## config.mk

```make
export PLATFORM = sky130hd
export DESIGN_NAME = cstp_ctrl
export DESIGN_NICKNAME = d
export VERILOG_FILES = /design/src/rtl/cstp_pkg.sv /design/src/rtl/cstp_ctrl.sv
export SDC_FILE = /design/constraint.sdc
export NUM_CORES = 1
export LEC_CHECK = 0
export ABC_AREA = 1
export BUFFER_PORTS_ARGS = -buffer_cell sky130_fd_sc_hd__buf_2
export CAP_MARGIN = 20
export CORE_UTILIZATION = 40
export CTS_BUF_LIST = sky130_fd_sc_hd__clkbuf_16
export DETAILED_ROUTE_END_ITERATION = 10
export GPL_ROUTABILITY_DRIVEN = 0
export PLACE_DENSITY = 0.56
export RECOVER_POWER = 50
export SYNTH_ARGS = -nofsm -noshare
export SYNTH_HDL_FRONTEND = slang
export SYNTH_SLANG_ARGS = --single-unit
```

## constraint.sdc

```tcl
create_clock -name clock -period 7.2 [get_ports clock]
set_clock_uncertainty 0.2 [all_clocks]
set_input_delay 1.08 -clock clock [delete_from_list [all_inputs] [get_ports clock]]
set_output_delay 1.08 -clock clock [all_outputs]
set_load 0.02 [all_outputs]
```

## src/rtl/cstp_pkg.sv

```systemverilog
// ----------------------------------------------------------------------------
// cstp_pkg: shared definitions for the call stack time profiler
// Stack sizing, result status codes and the command and status bundles that
// run between the controller and the datapath.
// ----------------------------------------------------------------------------
`default_nettype none

package cstp_pkg;

   // Stack sizing.
   localparam int STACK_DEPTH = 64;
   localparam int PTR_W       = $clog2(STACK_DEPTH);
   localparam int CNT_W       = $clog2(STACK_DEPTH + 1);

   // Field widths.
   localparam int WORD_W     = 64;
   localparam int DEPTH_W    = 6;
   localparam int OVF_W      = 16;
   localparam int IN_DATA_W  = 128;
   localparam int OUT_DATA_W = 264;

   localparam logic [OVF_W-1:0] OVF_MAX = '1;

   // Result status codes.
   typedef enum logic [2:0] {
      ST_PUSHED   = 3'd0,
      ST_EVENT    = 3'd1,
      ST_EMPTY    = 3'd2,
      ST_MISMATCH = 3'd3,
      ST_OVF_PUSH = 3'd4,
      ST_OVF_EXIT = 3'd5
   } status_type;

   // Commands from the controller to the datapath.
   typedef struct packed {
      logic               load_in;
      logic               rd_en;
      logic [PTR_W-1:0]   rd_addr;
      logic [PTR_W-1:0]   rd_parent_addr;
      logic               frame_wr;
      logic               child_wr;
      logic               child_sum;
      logic [PTR_W-1:0]   wr_addr;
      logic               load_calc;
      logic               load_rsp;
      status_type         rsp_status;
      logic [DEPTH_W-1:0] rsp_depth;
   } cmd_type;

   // Status from the datapath to the controller.
   typedef struct packed {
      logic pc_match;
   } dp_status_type;

endpackage : cstp_pkg

`default_nettype wire

```

## src/rtl/cstp_ctrl.sv

```systemverilog
// ----------------------------------------------------------------------------
// cstp_ctrl: controller of the call stack time profiler
// Keeps the stack and overflow counts, sequences each probe event through
// the datapath and owns the valid flag of the result register.
// ----------------------------------------------------------------------------
`default_nettype none

module cstp_ctrl (
   input  logic                    clock,
   input  logic                    reset,
   input  logic                    req_tvalid,
   output logic                    req_tready,
   input  logic                    req_mode,
   output logic                    rsp_tvalid,
   input  logic                    rsp_tready,
   output cstp_pkg::cmd_type       cmd,
   input  cstp_pkg::dp_status_type dp_sts
);
   import cstp_pkg::*;

   typedef enum logic [4:0] {
      S_IDLE   = 5'b00001,
      S_PUSH   = 5'b00010,
      S_SIMPLE = 5'b00100,
      S_CALC   = 5'b01000,
      S_FIN    = 5'b10000
   } ctrl_state_type;

   ctrl_state_type   state_ff, state_in;
   logic [CNT_W-1:0] count_ff, count_in;
   logic [OVF_W-1:0] ovf_ff, ovf_in;
   status_type       code_ff, code_in;
   logic             rsp_valid_ff, rsp_valid_in;
   logic             out_free;
   logic             emit;
   logic [CNT_W-1:0] top;

   // The result register can take a new result when empty or being drained.
   assign out_free   = !rsp_valid_ff || rsp_tready;
   assign top        = count_ff - CNT_W'(1);
   assign req_tready = (state_ff == S_IDLE);
   assign rsp_tvalid = rsp_valid_ff;

   // Next state, count updates and datapath commands.
   always_comb begin
      state_in = state_ff;
      count_in = count_ff;
      ovf_in   = ovf_ff;
      code_in  = code_ff;
      emit     = 1'b0;
      cmd                = '0;
      cmd.rd_addr        = PTR_W'(top);
      cmd.rd_parent_addr = PTR_W'(count_ff - CNT_W'(2));
      cmd.rsp_depth      = DEPTH_W'(top);
      cmd.rsp_status     = code_ff;
      case (state_ff)
         S_IDLE: begin
            if (req_tvalid) begin
               cmd.load_in = 1'b1;
               if (!req_mode) begin
                  if (count_ff >= CNT_W'(STACK_DEPTH)) begin
                     state_in = S_SIMPLE;
                     code_in  = ST_OVF_PUSH;
                  end else begin
                     state_in = S_PUSH;
                  end
               end else if (ovf_ff != '0) begin
                  state_in = S_SIMPLE;
                  code_in  = ST_OVF_EXIT;
               end else if (count_ff == '0) begin
                  state_in = S_SIMPLE;
                  code_in  = ST_EMPTY;
               end else begin
                  cmd.rd_en = 1'b1;
                  state_in  = S_CALC;
               end
            end
         end
         S_PUSH: begin
            if (out_free) begin
               emit           = 1'b1;
               cmd.frame_wr   = 1'b1;
               cmd.child_wr   = 1'b1;
               cmd.wr_addr    = PTR_W'(count_ff);
               cmd.rsp_status = ST_PUSHED;
               count_in       = count_ff + CNT_W'(1);
               state_in       = S_IDLE;
            end
         end
         S_SIMPLE: begin
            if (out_free) begin
               emit = 1'b1;
               if (code_ff == ST_OVF_PUSH && ovf_ff != OVF_MAX) begin
                  ovf_in = ovf_ff + OVF_W'(1);
               end else if (code_ff == ST_OVF_EXIT) begin
                  ovf_in = ovf_ff - OVF_W'(1);
               end
               state_in = S_IDLE;
            end
         end
         S_CALC: begin
            cmd.load_calc = 1'b1;
            state_in      = S_FIN;
         end
         S_FIN: begin
            if (out_free) begin
               emit           = 1'b1;
               cmd.rsp_status = dp_sts.pc_match ? ST_EVENT : ST_MISMATCH;
               count_in       = top;
               // A matched call hands its duration to the parent frame.
               if (dp_sts.pc_match && count_ff >= CNT_W'(2)) begin
                  cmd.child_wr  = 1'b1;
                  cmd.child_sum = 1'b1;
                  cmd.wr_addr   = PTR_W'(count_ff - CNT_W'(2));
               end
               state_in = S_IDLE;
            end
         end
         default: begin
            state_in = S_IDLE;
         end
      endcase
      cmd.load_rsp = emit;
      rsp_valid_in = emit ? 1'b1 : (rsp_tready ? 1'b0 : rsp_valid_ff);
   end

   // Control registers.
   always_ff @(posedge clock) begin
      if (reset) begin
         state_ff     <= S_IDLE;
         count_ff     <= '0;
         ovf_ff       <= '0;
         code_ff      <= ST_PUSHED;
         rsp_valid_ff <= 1'b0;
      end else begin
         state_ff     <= state_in;
         count_ff     <= count_in;
         ovf_ff       <= ovf_in;
         code_ff      <= code_in;
         rsp_valid_ff <= rsp_valid_in;
      end
   end

   // The stack count never passes the capacity.
   a_count_range: assert property (@(posedge clock) disable iff (reset)
      count_ff <= CNT_W'(STACK_DEPTH))
      else $error("stack count above capacity");

   // Unstored frames exist only while the stack is full.
   a_ovf_full: assert property (@(posedge clock) disable iff (reset)
      (ovf_ff != '0) |-> (count_ff == CNT_W'(STACK_DEPTH)))
      else $error("overflow count set while stack not full");

   // A result is loaded only when the result register is free.
   a_emit_free: assert property (@(posedge clock) disable iff (reset)
      emit |-> out_free)
      else $error("result loaded over a pending result");

   // A completed push raises the stack count by one.
   a_push_count: assert property (@(posedge clock) disable iff (reset)
      (state_ff == S_PUSH && out_free) |=> (count_ff == $past(count_ff) + CNT_W'(1)))
      else $error("push did not advance the stack count");

endmodule : cstp_ctrl

`default_nettype wire

```

==> results.md <==
- Status: complete, no violations
- Total power: about 0.00055 W
- Cell taking the most area after synthesis: dfxtp_1
- Routed Antenna Nets: 0
- Largest net degree at the start of global routing: 20
- Layout fillers: around 750
- Critical path launch point type: input pin
- Final setup viols: 0
- Vias: approximately 2700
- Max-cap viol count: 0
- Core Region: around 6800 sq um
- Period minus WS final: 3480 ps
- H-tree depth: 2
- CTS max path bufs: 2
- Drt pass-1 iters: 4
- Die W: roughly 86 um
- Synth Flop Type: dfxtp_1
- Hold Path Stages: 2
- GRT Overall Usage: 19.4%
- CTS clk-pin slew, worst paths: about 60 ps
- Max frequency: roughly 290 MHz
- Cts hold-fix bufs: 0
- Area grow syn2layout: 12.3%
- Post-synthesis cell count: around 440
- Syn. warnings: 0
- GRT overflow: 0
- N_diodes: 0
- Layout cells sized above 1: roughly an eighth
- Leakage: about 1.6 nW
- Nets: slightly below 500
- Clk_lat worst skew: between 200 and 300 ps
- CTS buffer count: 5
- Pre-CTS setup slack: roughly 3700 ps
- Avg WL per Cell: 12.0 um
- Unrepaired setup endpoints after global routing: false
- Min-Delay Path Class: reg -> reg
- Die area: ~7400 sq um
- Cts repair resizes: 0
- Slack of the critical path: around 3700 ps
- Asr flop ratio synth: 0%
- Worst reg-to-reg path cell count: 14
- Top cell type's share of synthesized area: between 20% and 30%
- Final TNS setup: 0 ps
- Commonest non-fill, non-tap cell in the layout: nand2_1
- Max-slew headroom: a little over a third
- Die Ht: ~86 um
- DRT Wirelength: roughly 6800 um
- CTS root buf: clkbuf_16
- # rows: 30
- CP Data Required Time: 5920 ps
- CP Launch Point: rsp_tready
- Part of the cycle the worst path needs: roughly 48%
- Max rail drop VDD: between 90 and 100 uV
- Setup Buffers After CTS: 0
- DRT iter0 DRCs: 57
- Post-synth EDFFs: 0
- Unique masters post-synth: 39
- Port Buf Inserts: just over 40
- CTS sink count: 32
- Initial antenna violation count: 0
- Most frequent cells in the layout: 110 x nand2_1, 63 x inv_1, 45 x nor2_1
- Critical Path Fanout Max: 12
- CP Capture Type: primary output
- PD cells: 174 nW/um^2
- Min-Delay Startpoint: code_ff[0]$_SDFFE_PP0P_
- First-pass GRT wire length: between 10000 and 15000 um
- Starting Density: 41.3%
- Vias in the first global route: around 2500
- Residual DRC: 0
- Synth area leaders: dfxtp_1 23%, nand2_1 15%, ha_1 9.4%, inv_1 8.3%, a21oi_1 6.6%
- Vias per cell: 4.85
- Mean post-synth cell area: approximately 6.5 sq um
- Data arrival time of the worst path: between 2000 and 2500 ps
- Worst Setup Path Type: in -> out
- Yosys reg bits: 32
- Reg2reg start: ovf_ff[9]$_SDFFE_PP0P_
- Final max-slew violation count: 0
- Final HPWL DP: roughly 5300 um
- Worst slew pin tran: about 950 ps
- Register area share after synthesis: about 23%
- CTS tree: built
- Ports: 42
- Final Hold Fails: 0
- Mapped Area: ~2800 sq um
- Post-Syn Nets: about 460
==> where the power goes <==
part	internal, W	total [W]	switching (W)	leakage (nW)
Combinational	0.0000379	0.000118	0.0000804	1.25
Clock	0.000162	0.000245	0.0000824	0.0798
Sequential	0.000181	0.000186	0.00000488	0.259
Total	0.000382	0.000549	0.000168	1.59
==> synthesized netlist by cell type (2+ instances only) <==
cell and count:
o21bai_1 3, or2_2 2, ha_1 21, nand2_1 109
xor2_1 15, clkbuf_1 3, dfxtp_1 32, a31oi_1 4
o22ai_1 3, inv_1 62, nor2_4 5, buf_4 8
nor3_1 4, nor2_1 44, nand4_1 5, nor2_2 2
a21oi_2 5, o21ai_0 21, xnor2_1 2, a21oi_1 37
buf_6 2, nand3_1 29
==> flip-flops by register name, summed over array words and instances, names as in the netlist <==
register,count
ovf_ff,16
code_ff,3
count_ff,7
state_ff,5
rsp_tvalid,1
==> stage by stage <==
stage                     hold WS, ps  util, %  instance area (sq um)  std cells
final                             279     46.4                   3150        565
after global placement            276     44.5                   3020        557
after floorplan                   255        -                   2810        435
after global routing              309     46.4                   3150        565
after CTS                         282     46.9                   3190        565
after detailed placement          272     44.5                   3020        557
==> final timing paths <==
check | end | slack [ps]
min reg2reg | code_ff[0]$_SDFFE_PP0P_ | 280
max | cmd[8] | 3720
min | code_ff[0]$_SDFFE_PP0P_ | 280
max reg2reg | ovf_ff[14]$_SDFFE_PP0P_ | 3960
==> area by class of cell <==
type                            instances  area (sq um)  share of cell area (%)
Multi-Input combinational cell        323          1790                    56.6
Sequential cell                        32           641                    20.3
Inverter                               64           241                    7.66
Timing Repair Buffer                   42           198                    6.27
Clock buffer                            5           125                    3.97
Tap cell                               96           120                    3.81
Clock inverter                          3          42.5                    1.35
==> critical path: stages <==
cell and delay [ps]:
buf_2 90, inv_1 40, nand2_1 70, inv_1 180, nor2_4 80, nor2_4 170
inv_1 190, nor2_1 130, buf_2 170
==> metal layers <==
| layer | global-route usage [%] | vias to the layer above | share of wire (%) |
|---|---|---|---|
| met2 | 33.8 | 48 | 47 |
| li1 | - | 1458 | - |
| met3 | 3.46 | 12 | 2.6 |
| met4 | 7.12 | 0 | 2.1 |
| met5 | 0 | - | 0 |
| met1 | 24.0 | 1222 | 48 |
==> kinds of logic after synthesis <==
kind of cell               share of synthesized area (%)
and+or+nand+nor                                     32.8
buffers and inverters                               12.9
AOI/OAI and AO/OA                                   15.8
DFF                                                 22.8
adders and majority gates                           10.1
xor gates and xnor gates                            5.30
muxes                                              0.357
Power figures use the tool's default switching activity.
